===== src/rtl/ils_pkg.sv =====
// ----------------------------------------------------------------------------
// ils_pkg
// Shared types, codes and sizes for the indexed list store.
// ----------------------------------------------------------------------------
package ils_pkg;

    // store depth and derived widths
    localparam int CAPACITY = 64;
    localparam int IDX_W    = 7;
    localparam int LEN_W    = 7;
    localparam int VAL_W    = 32;
    localparam int CNT_W    = $clog2(CAPACITY + 1);
    localparam int CMP_W    = (IDX_W > CNT_W) ? IDX_W : CNT_W;

    // action codes
    typedef logic [2:0] action_t;
    localparam action_t ACT_READ     = 3'd0;
    localparam action_t ACT_INS_HEAD = 3'd1;
    localparam action_t ACT_INS_TAIL = 3'd2;
    localparam action_t ACT_INS_AT   = 3'd3;
    localparam action_t ACT_DELETE   = 3'd4;

    // status codes
    typedef logic [1:0] status_t;
    localparam status_t ST_DONE  = 2'd0;
    localparam status_t ST_RANGE = 2'd1;
    localparam status_t ST_FULL  = 2'd2;

    // request transfer
    typedef struct packed {
        action_t                  action;
        logic [IDX_W-1:0]         index;
        logic signed [VAL_W-1:0]  value;
    } ils_req_t;

    // response transfer
    typedef struct packed {
        logic signed [VAL_W-1:0]  read_value;
        logic                     found;
        status_t                  status;
        logic [LEN_W-1:0]         length;
    } ils_rsp_t;

    // command broadcast along the cell chain
    typedef struct packed {
        logic                     ins;
        logic                     del;
        logic [CMP_W-1:0]         pos;
        logic [CMP_W-1:0]         rd_pos;
        logic [VAL_W-1:0]         value;
    } ils_cmd_t;

endpackage


===== src/rtl/ils_cell.sv =====
// ----------------------------------------------------------------------------
// ils_cell
// One list slot: holds a value and shifts with its neighbours on insert
// and delete.
// ----------------------------------------------------------------------------
module ils_cell
    import ils_pkg::*;
(
    input  logic             clk,
    input  ils_cmd_t         cmd,
    input  logic [CMP_W-1:0] slot,
    input  logic [VAL_W-1:0] left,
    input  logic [VAL_W-1:0] right,
    output logic [VAL_W-1:0] held,
    output logic [VAL_W-1:0] rd_tap
);

    logic [VAL_W-1:0] value_reg;
    logic [VAL_W-1:0] value_next;
    logic             at_pos;
    logic             past_pos;

    assign at_pos   = (slot == cmd.pos);
    assign past_pos = (slot > cmd.pos);

    // next slot content
    always_comb
    begin
        value_next = value_reg;
        if (cmd.ins)
        begin
            if (at_pos)
                value_next = cmd.value;
            else if (past_pos)
                value_next = left;
        end
        else if (cmd.del)
        begin
            if (at_pos || past_pos)
                value_next = right;
        end
    end

    // slot storage
    always_ff @(posedge clk)
    begin
        value_reg <= value_next;
    end

    assign held   = value_reg;
    assign rd_tap = (slot == cmd.rd_pos) ? value_reg : '0;

endmodule


===== config.mk =====
export PLATFORM = sky130hd
export DESIGN_NAME = ils_cell
export DESIGN_NICKNAME = d
export VERILOG_FILES = /design/src/rtl/ils_pkg.sv /design/src/rtl/ils_cell.sv
export SDC_FILE = /design/constraint.sdc
export NUM_CORES = 1
export LEC_CHECK = 0
export ABC_AREA = 1
export BUFFER_PORTS_ARGS = -buffer_cell sky130_fd_sc_hd__buf_2
export CORE_MARGIN = 1.5
export CORE_UTILIZATION = 46
export DETAILED_ROUTE_END_ITERATION = 6
export PLACE_DENSITY = 0.87
export SYNTH_ARGS = -nofsm -noshare
export SYNTH_HDL_FRONTEND = slang
export SYNTH_SLANG_ARGS = --single-unit

===== constraint.sdc =====
create_clock -name clk -period 8.6 [get_ports clk]
set_clock_uncertainty 0.05 [all_clocks]
set_input_delay 1.72 -clock clk [delete_from_list [all_inputs] [get_ports clk]]
set_output_delay 1.72 -clock clk [all_outputs]
set_load 0.01 [all_outputs]

==> flow_summary.ini <==
[drt]
first_pass_iters = 4
drt-initial-drc-count = 155
ant_nets = 0
vias_per_cell = 4.87
drcViolationCount = 0
wl_per_cell_um = 12.5
wl_um = 7350
vias = 2874

[floorplan]
initial_utilization_pct = 48.6
core-area_um2 = 5640
row_count = 27
dieWidth_um = 80.2
dieArea_um2 = 6430
ios = 184
die_h_um = 80.2

[timing]
fin_ws_ns = 3.39
tightest_slew_ns = 0.991
finalHoldViolCount = 0
setup_viol = 0
fmaxAchievable_ghz = 0.192
relSlewSlack_pct = 33.7
rsz0062_at_grt = no
tns_ns = 0
slew_viol_final = 0
period_share_pct = 60.6
timing.hold.ws_ns = 1.75
finalCriticalPeriod_ns = 5.21

[global_routing]
grt_start_max_net_pins = 66
antenna_found_initial = 0
grt_pass1_wl_um = 11700
grt_use_total_pct = 23.0
grt_pass1_vias = 2618
overflow = 0

[yosys]
synth_top_family_by_area = simple AND/OR/NAND/NOR gates
synth_compound_area_share_pct = 0
synth_xor_xnor_area_share_pct = 0.320
synthAdderAreaFrac_pct = 3.20
synthesis.area_um2 = 2740
ys_types = 22
yosys.area.top_type_share_pct = 35.1
synth-simple-area-share_pct = 49.3
syn-num-nets = 476
netlist.top_cell.by_area = edfxtp_1
yosysWarnings = 0
synth_cells = 349
ys_ff_latch = 32
ys_seq_area_share_pct = 35.1
syn_area_per_cell_um2 = 7.85
synth_area_leaders = edfxtp_1 35%, nand3_1 12%, nor3_2 11%
synthMuxAreaShare_pct = 0

[layout]
syn_to_final_growth_pct = 36.2
final_cell_mix = 183 x buf_2, 65 x nand3_1, 53 x nand2_1
regArea_um2 = 961
diodes = 0
nNetsFinal = 644
n_fill_cell = 481
final_common_cell = buf_2
multi_input_area_um2 = 1460
largest_reg_flops = 32
drive_above_1_share_pct = 48.6

[placed_design]
pre_cts_ws_ns = 3.38
hpwl_um = 5540
place.gp.congestion = 0.844
port_buffers = 183

[clock_network]
cts_max_level = 2
cts-resized-gates = 0
post-cts-setup-buffers = 0
cts_buffers = 5
clk_path_buf_depth = 2
path_clk_slew_ns = 0.07
postCtsHoldBufs = 0
cts_root_buf = clkbuf_8
cts_tree = yes
cts.sinks = 32

[critical_path]
cp-startpoint = cmd[37]
cp.required_ns = 6.83
worst-setup-path-type = in -> out
crit_path_end_kind = output pin
crit_fanout = 32
cp.arrival_ns = 3.44
cp-start-kind = input port

[pwr]
p_per_area_nw_per_um2 = 132
peakVddDrop_uv = 71.4
power.leakage_nw = 1.94

[flow_run]
max_cap_viol_count = 0

[run_status]
status = complete, no violations

[min_path]
hp-class = in -> reg
hold_depth = 3
hold_path_startpoint = right[17]
min_to = held[17]
-- metal layers --
layer	global-route usage, %	share of wire, %
met1	26.8	40
met2	43.7	54
met3	3.30	5.6
met4	5.52	0.95
met5	0	0
-- worst max path at each step --
stage,to,slack [ns],cells after the start
CTS,rd_tap[31],3.37,5
global route,rd_tap[31],3.17,5
global placement,rd_tap[1],3.52,5
finish,rd_tap[31],3.39,5
floorplan,held[0],4.14,9
detailed placement,rd_tap[31],3.38,5
-- synthesized netlist by cell type --
library cell  number
nand2_4            1
ha_1               7
buf_2              7
xnor2_1            1
nand3_1           66
nand2_1           54
or2_2             23
nor2_1            14
nand2_2            2
buf_6              3
nor2_8             1
or2_1              9
inv_2              1
nor3_1             2
edfxtp_1          32
nor3_2            30
clkbuf_1           3
and2_1            32
inv_1             51
buf_4              6
buf_1              3
nor2_4             1
-- worst max-delay path: stages --
cell and delay [ns]:
buf_2 0.10, xnor2_1 0.18, nand3_2 0.76, nor3_1 0.48, buf_2 0.19
-- layout make-up --
class | instances | share of cell area [%]
clock buffers | 6 | 1.94
clock inverters | 2 | 0.939
inverters | 52 | 5.23
multi-input cells | 243 | 39.2
flip-flops and latches | 32 | 25.7
well taps | 72 | 2.41
repair buffers | 183 | 24.5
-- per-stage QoR --
| stage | instance area (um^2) | utilization (%) | total power [mW] | std cells |
|---|---|---|---|---|
| 6_report | 3730 | 66.2 | 0.493 | 590 |
| 3_3_place_gp | 3620 | 64.2 | 0.352 | 582 |
| 5_1_grt | 3730 | 66.2 | 0.520 | 590 |
| 3_5_place_dp | 3620 | 64.2 | 0.358 | 582 |
| 4_1_cts | 3730 | 66.2 | 0.495 | 590 |
| 2_1_floorplan | 2740 | - | 0.296 | 349 |
-- cells by family (layout without fill, tap and decap cells) --
| kind of cell | after synthesis | after routing |
|---|---|---|
| adder cells (fa/ha/maj) | 7 | 7 |
| buffers and inverters | 74 | 243 |
| AND/OR/NAND/NOR | 235 | 235 |
| XOR/XNOR | 1 | 1 |
| flip-flops | 32 | 32 |
-- power by group --
part / total, mW / internal, mW / leakage [nW] / switching [mW]
Clock: 0.139 / 0.0859 / 0.0552 / 0.0529
Combinational: 0.140 / 0.0596 / 1.58 / 0.0808
Sequential: 0.214 / 0.202 / 0.308 / 0.0120
Note: power is estimated with default switching activity, not from simulation.
