`config.mk`:
```
export PLATFORM = sky130hd
export DESIGN_NAME = ils_ctrl
export DESIGN_NICKNAME = d
export VERILOG_FILES = /design/src/rtl/ils_pkg.sv /design/src/rtl/ils_ctrl.sv
export SDC_FILE = /design/constraint.sdc
export NUM_CORES = 1
export LEC_CHECK = 0
export BUFFER_PORTS_ARGS = -buffer_cell sky130_fd_sc_hd__buf_2
export CAP_MARGIN = 20
export CORE_UTILIZATION = 35
export DETAILED_ROUTE_END_ITERATION = 16
export GPL_TIMING_DRIVEN = 0
export PLACE_DENSITY = 0.78
export SYNTH_ARGS = -nofsm -noshare
export SYNTH_HDL_FRONTEND = slang
export SYNTH_SLANG_ARGS = --single-unit
```
`constraint.sdc`:
```
create_clock -name vclk -period 3.85
set_clock_uncertainty 0.1 [all_clocks]
set_input_delay 0.77 -clock vclk [all_inputs]
set_output_delay 0.77 -clock vclk [all_outputs]
set_load 0.01 [all_outputs]
```
`src/rtl/ils_pkg.sv`:
```
// ----------------------------------------------------------------------------
// ils_pkg
// Shared types, codes and sizes for the indexed list store.
// ----------------------------------------------------------------------------
package ils_pkg;

    // store depth and derived widths
    localparam int CAPACITY = 64;
    localparam int IDX_W    = 7;
    localparam int LEN_W    = 7;
    localparam int VAL_W    = 32;
    localparam int CNT_W    = $clog2(CAPACITY + 1);
    localparam int CMP_W    = (IDX_W > CNT_W) ? IDX_W : CNT_W;

    // action codes
    typedef logic [2:0] action_t;
    localparam action_t ACT_READ     = 3'd0;
    localparam action_t ACT_INS_HEAD = 3'd1;
    localparam action_t ACT_INS_TAIL = 3'd2;
    localparam action_t ACT_INS_AT   = 3'd3;
    localparam action_t ACT_DELETE   = 3'd4;

    // status codes
    typedef logic [1:0] status_t;
    localparam status_t ST_DONE  = 2'd0;
    localparam status_t ST_RANGE = 2'd1;
    localparam status_t ST_FULL  = 2'd2;

    // request transfer
    typedef struct packed {
        action_t                  action;
        logic [IDX_W-1:0]         index;
        logic signed [VAL_W-1:0]  value;
    } ils_req_t;

    // response transfer
    typedef struct packed {
        logic signed [VAL_W-1:0]  read_value;
        logic                     found;
        status_t                  status;
        logic [LEN_W-1:0]         length;
    } ils_rsp_t;

    // command broadcast along the cell chain
    typedef struct packed {
        logic                     ins;
        logic                     del;
        logic [CMP_W-1:0]         pos;
        logic [CMP_W-1:0]         rd_pos;
        logic [VAL_W-1:0]         value;
    } ils_cmd_t;

endpackage

```
`src/rtl/ils_ctrl.sv`:
```
// ----------------------------------------------------------------------------
// ils_ctrl
// Decodes a request against the current length into a chain command,
// status and new length.
// ----------------------------------------------------------------------------
module ils_ctrl
    import ils_pkg::*;
(
    input  ils_req_t         req,
    input  logic             take,
    input  logic [CNT_W-1:0] count,
    output ils_cmd_t         cmd,
    output logic             found,
    output status_t          status,
    output logic [CNT_W-1:0] count_next
);

    logic [CMP_W-1:0] idx_x;
    logic [CMP_W-1:0] cnt_x;
    logic             full;
    logic             ins;
    logic             del;
    logic [CMP_W-1:0] pos;

    assign idx_x = CMP_W'(req.index);
    assign cnt_x = CMP_W'(count);
    assign full  = (cnt_x >= CMP_W'(CAPACITY));

    // operation decode
    always_comb
    begin
        ins    = 1'b0;
        del    = 1'b0;
        pos    = idx_x;
        found  = 1'b0;
        status = ST_DONE;
        case (req.action)
            ACT_READ:
            begin
                if (idx_x < cnt_x)
                    found = 1'b1;
                else
                    status = ST_RANGE;
            end
            ACT_INS_HEAD:
            begin
                pos = '0;
                if (full)
                    status = ST_FULL;
                else
                    ins = 1'b1;
            end
            ACT_INS_TAIL:
            begin
                pos = cnt_x;
                if (full)
                    status = ST_FULL;
                else
                    ins = 1'b1;
            end
            ACT_INS_AT:
            begin
                if (idx_x > cnt_x)
                    status = ST_RANGE;
                else if (full)
                    status = ST_FULL;
                else
                    ins = 1'b1;
            end
            ACT_DELETE:
            begin
                if (idx_x >= cnt_x)
                    status = ST_RANGE;
                else
                    del = 1'b1;
            end
            default:
            begin
                status = ST_DONE;
            end
        endcase
    end

    // length update
    always_comb
    begin
        count_next = count;
        if (ins)
            count_next = count + CNT_W'(1);
        else if (del)
            count_next = count - CNT_W'(1);
    end

    assign cmd.ins    = ins && take;
    assign cmd.del    = del && take;
    assign cmd.pos    = pos;
    assign cmd.rd_pos = idx_x;
    assign cmd.value  = req.value;

endmodule

```
==> results.md, run 1 <==
* Status: finished, final reports clean
* Switching Power at 0.0840 mW
* Initial cell density of the core at 38.0%
* CP Launch Type: input port
* Largest net degree at the start of global routing at 11
* Hold Crit Depth at 2
* RSZ-0062 raised after global routing: no
* Syn Std Cell Area at 966 µm²
* Placed wire-length estimate at 2.23 mm
* Final setup fails at 0
* Power share of the sequential group at 0%
* Via/cell ratio at 4.98
* Yosys cell types at 35
* Antenna violations before repair at 0
* Post-CTS Setup Bufs at 0
* Die area at 2970 µm²
* Crit path cell chain: clkbuf_2 -> inv_1 -> ha_1 -> a21oi_1 -> a21oi_1 -> o21ai_2 -> nand2b_1 -> o32a_1 -> mux2i_1 -> buf_2
* CP endpoint kind: output pin
* Seq. cell area at 0 µm²
* WP buf/inv at 3
* Starting DRT DRC Count at 9
* CTS-repair resized insts at 0
* Slew HR at 71.0%
* Most frequent cells in the layout: buf_2, buf_4, a22o_1
* Internal Pwr Total at 0.0874 mW
* Routed WL at 2.48 mm
* Critical Path Max Stage Delay at 0.37 ns
* Core box area at 2540 µm²
* Nets at 269
* CP Max Fanout at 8
* Crit-path leading delay family: compound AO/OA/AOI/OAI gates
* Levels on crit path at 10
* Number of fill cells at 272
* Final max-slew violation count at 0
* I/O Buffers at 75
* Endpoints failing hold at 0
* PnR worst setup slack at 0.191 ns
* CP dominant cell by count: a21oi_1
* Layout area overhead at 42.7%
* Number of remaining DRC errors at 0
* Max Cap Viol at 0
* Vias in the first global route at 906
* Avg WL per Cell at 10.4 µm
* Yosys warnings at 0
* All-Layer GR Usage at 16.5%
* # placed instances at 238
* First-pass GRT wire length at 3.79 mm
* Cells after Synth at 133
* Via count at 1186
* Worst VDD drop at 73.8 µV
* Hold WC Path Type: in2out
* Routability Congestion at 0.857
* Clock power share at 0%
* WHS at 1.62 ns
* Final non-filler cell total at 238
* Antenna Nets Post-Route at 0
* Syn avg cell area at 7.26 µm²
* Post-Route Setup TNS at 0 ns
* Switching Fraction at 49.0%
* DIE HEIGHT at 54.5 µm
* Period minus WS final at 3.66 ns
* Pwr/cell area at 124 nW/µm²
* Final worst-path cycle share at 95.0%
* Hold Buf Count CTS at 0
* CP arrival at 2.79 ns
* Area of the multi-input gates at 626 µm²
* Pre-CTS setup slack at 0.225 ns
* Layout cell share with drive strength beyond 1 at 60.6%
* N_diodes at 0
* GR Overflow Total at 0
* CP Class: in2out
* Total power at 0.171 mW
* Net Count, Synth at 192
* Sequential area share after synthesis at 0%
* Die W at 54.5 µm
* Commonest non-fill, non-tap cell in the layout: buf_2
* Part of the power in combinational logic at 100.0%
* First drt pass iteration count at 4
* Static leakage at 0.781 nW
* Num sequential at 0
* Num rows at 18
* Slowest-stage cell, CP: o32a_1
* CP required at 2.98 ns
* Actual slew at the worst max-slew pin at 0.431 ns
* Clock buffer count at 0
* Highest clock rate at 0.273 GHz
* # IOs at 108
[worst paths after layout]
path	endpoint	from	slack, ns
worst min-delay path	cmd[30]	req[30]	1.62
worst max-delay path	count_next[6]	count[2]	0.19
[Yosys cell counts (2+ instances only)]
library cell  count  area share, %
a31oi_1           2            1.3
nand4_1           3            1.9
a21oi_1           7            3.6
xnor2_1           4            3.6
clkbuf_1          2           0.78
inv_1             8            3.1
ha_1              9             12
o32ai_2           2            3.4
nor2_1            8            3.1
a22o_1           14             13
nand2_1           8            3.1
nand3_1           4            2.1
or2_2             2            1.3
buf_4            39             30
[cell type report]
class | count | share of cell area, %
Buffer | 43 | 22.5
Inverter | 8 | 2.18
Timing Repair Buffer | 75 | 27.2
Tap cell | 30 | 2.72
Multi-Input combinational cell | 82 | 45.4
[layer usage]
layer  vias to the layer above  share of wire, %  global-route usage [%]
met1                       519                41                    21.5
met3                         2                10                       0
li1                        594                 -                       -
met4                         0              0.56                    1.71
met2                        71                48                    30.9
met5                         -                 0                       0
[stage by stage]
stage	instance area [µm²]	utilization (%)
floorplan	966	-
CTS	1380	54.2
detailed placement	1380	54.2
global placement	1380	54.2
global route	1380	54.2
finish	1380	54.2
[logic make-up (layout without fill, tap and decap cells)]
family          Yosys count  count (layout)  synth area share, %
xor+xnor                  4               4                 3.63
fa+ha+maj                 9               9                 11.7
buf+inv                  51             126                 35.2
simple gates             33              33                 17.6
compound gates           35              35                 30.8
mux                       1               1                 1.04
[power groups by stage]
| stage | Combinational (mW) | Clock [mW] | Sequential [mW] |
|---|---|---|---|
| after CTS | 0.173 | 0 | 0 |
| after global routing | 0.191 | 0 | 0 |
| final | 0.171 | 0 | 0 |
| after floorplan | 0.113 | 0 | 0 |
| after detailed placement | 0.172 | 0 | 0 |
| after global placement | 0.170 | 0 | 0 |
Note: power is estimated with default switching activity, not from simulation.
==> inputs of run 2 (changes only) <==
--- a/config.mk
+++ b/config.mk
@@ -11,6 +11,7 @@
 export DETAILED_ROUTE_END_ITERATION = 16
 export GPL_TIMING_DRIVEN = 0
 export PLACE_DENSITY = 0.78
+export SETUP_SLACK_MARGIN = 0.2
 export SYNTH_ARGS = -nofsm -noshare
 export SYNTH_HDL_FRONTEND = slang
 export SYNTH_SLANG_ARGS = --single-unit
==> run 2 against run 1 <==
  * Non-clock buffer count rose by 4
  * Combinational power grew 5%
  * Routed wire length up 5.0%
  * Global-route usage unchanged
  * Setup slack improved by 0.12 ns
  * Sequential share of layout area did not move
  * Critical path depth down 1
  * First-iteration DRC count grew 33%
  * Hold slack unchanged
  * Cell area rose by 5.4%
  * Largest cell class unchanged
  * Largest power group unchanged
==> results.md, run 2 (synthesis gave the netlist of run 1 again) <==
* Status: finished, final reports clean
* Initial cell density of the core at 38.0% (unchanged)
* Post-Route Setup TNS at 0 ns (unchanged)
* Max Cap Viol at 0 (unchanged)
* N_diodes at 0 (unchanged)
* Nets at 273 (+1.5%)
* CP Max Fanout at 8 (unchanged)
* Clock buffer count at 0 (unchanged)
* Die area at 2970 µm² (unchanged)
* Top sig layer: met4
* Static leakage at 0.802 nW (+2.7%)
* CP Launch Type: input port
* Pwr/cell area at 124 nW/µm² (-0.13%)
* Min-delay src: req[30]
* Number of remaining DRC errors at 0 (unchanged)
* Slew HR at 70.3% (-0.71 points)
* Final worst-path cycle share at 91.9% (-3.1 points)
* Worst hold endpoint: cmd[30]
* Routability Congestion at 0.857 (unchanged)
* DIE HEIGHT at 54.5 µm (unchanged)
* First drt pass iteration count at 4 (unchanged)
* Final non-filler cell total at 242 (+1.7%)
* Hold Buf Count CTS at 0 (unchanged)
* Worst VDD drop at 77.7 µV (+5.3%)
* Number of fill cells at 267 (-1.8%)
* Commonest non-fill, non-tap cell in the layout: buf_2
* Starting DRT DRC Count at 12 (+3)
* CP arrival at 2.67 ns (-0.12 ns)
* # placed instances at 238 (unchanged)
* CP required at 2.98 ns (about the same)
* Highest clock rate at 0.283 GHz (+3.4%)
* DR WL met3 at 267 µm (+4.3%)
* Endpoints failing hold at 0 (unchanged)
* Via/cell ratio at 4.90 (-1.7%)
* GR Overflow Total at 0 (unchanged)
* Avg WL per Cell at 10.8 µm (+3.3%)
* # IOs at 108 (unchanged)
* Placed inst area at 1380 µm² (unchanged)
* Die W at 54.5 µm (unchanged)
* Final max-slew violation count at 0 (unchanged)
* Num sequential at 0 (unchanged)
* Total power at 0.180 mW (+5.2%)
* Largest net degree at the start of global routing at 11 (unchanged)
* Antenna violations before repair at 0 (unchanged)
* Placed wire-length estimate at 2.23 mm (unchanged)
* Pre-CTS setup slack at 0.225 ns (unchanged)
* CP endpoint kind: output pin
* Hold WC Path Type: in2out
* Actual slew at the worst max-slew pin at 0.442 ns (+0.0106 ns)
* Vias in the first global route at 906 (unchanged)
* Final setup fails at 0 (unchanged)
* RSZ-0062 raised after global routing: no
* I/O Buffers at 75 (unchanged)
* Layout cell share with drive strength beyond 1 at 63.2% (+2.6 points)
* Met2 Wirelength at 1.27 mm (+5.9%)
* All-Layer GR Usage at 16.5% (unchanged)
* Via count at 1186 (unchanged)
* Design area at 1450 µm² (+5.4%)
* Hold Crit Depth at 2 (unchanged)
* Seq. cell area at 0 µm² (unchanged)
* Antenna Nets Post-Route at 0 (unchanged)
* Period minus WS final at 3.54 ns (-0.121 ns)
* Routed WL at 2.60 mm (+5.0%)
* Num rows at 18 (unchanged)
* Layout area overhead at 50.4%
* DRT met1 WL at 1.06 mm (+4.5%)
* Most frequent cells in the layout: buf_2, buf_4, a22o_1
* PnR worst setup slack at 0.312 ns (+0.121 ns)
* CP Class: in2out
* Core box area at 2540 µm² (unchanged)
* First-pass GRT wire length at 3.79 mm (unchanged)
==> run 2: cell count changes in the layout (fill, tap and decap cells not counted), sizes merged <==
cell	change
buf	+4
==> run 2: timing repair <==
item                                    4_1_cts  5_1_grt
setup buffers                                 0        4
endpoints found under the setup margin        0        3
resized for setup                             0        4
==> run 2: area by class of cell <==
type               count  area (µm²)  share of cell area, %
inverters              8        30.0                   2.07
plain buffers         43         310                   21.4
well taps             30        37.5                   2.58
multi-input cells     82         669                   46.1
repair buffers        79         405                   27.9
==> run 2: worst max-delay path by stage <==
stage | from | endpoint | slack [ns] | cells after the start
floorplan | count[2] | count_next[6] | 0.49 | 9
global placement | count[2] | count_next[6] | 0.22 | 10
detailed placement | count[2] | count_next[6] | 0.22 | 10
CTS | count[2] | count_next[6] | 0.22 | 10
global route | count[6] | count_next[6] | 0.20 | 10
finish | count[2] | count_next[6] | 0.31 | 9
==> run 2: power by group <==
group | leakage, nW | total, mW | internal [mW] | switching (mW)
registers | 0 | 0 | 0 | 0
logic | 0.802 | 0.180 | 0.0931 | 0.0872
clock network | 0 | 0 | 0 | 0
==> run 2: critical path, cell delays in order <==
cell,delay [ns]
clkbuf_2,0.19
inv_1,0.16
ha_4,0.20
a211o_1,0.33
a211oi_4,0.33
nand4_1,0.20
o32a_1,0.21
mux2i_1,0.13
buf_2,0.15
==> run 2: metal layers <==
layer,up-vias,GRT usage [%]
met1,516,21.5
met4,0,1.71
met2,71,30.9
met3,2,0
li1,597,-
met5,-,0
==> run 2: through the flow <==
stage	hold WS [ns]	utilization (%)
after floorplan	1.49	-
after global placement	1.62	54.2
after detailed placement	1.62	54.2
after CTS	1.62	54.2
after global routing	1.63	57.1
final	1.62	57.1
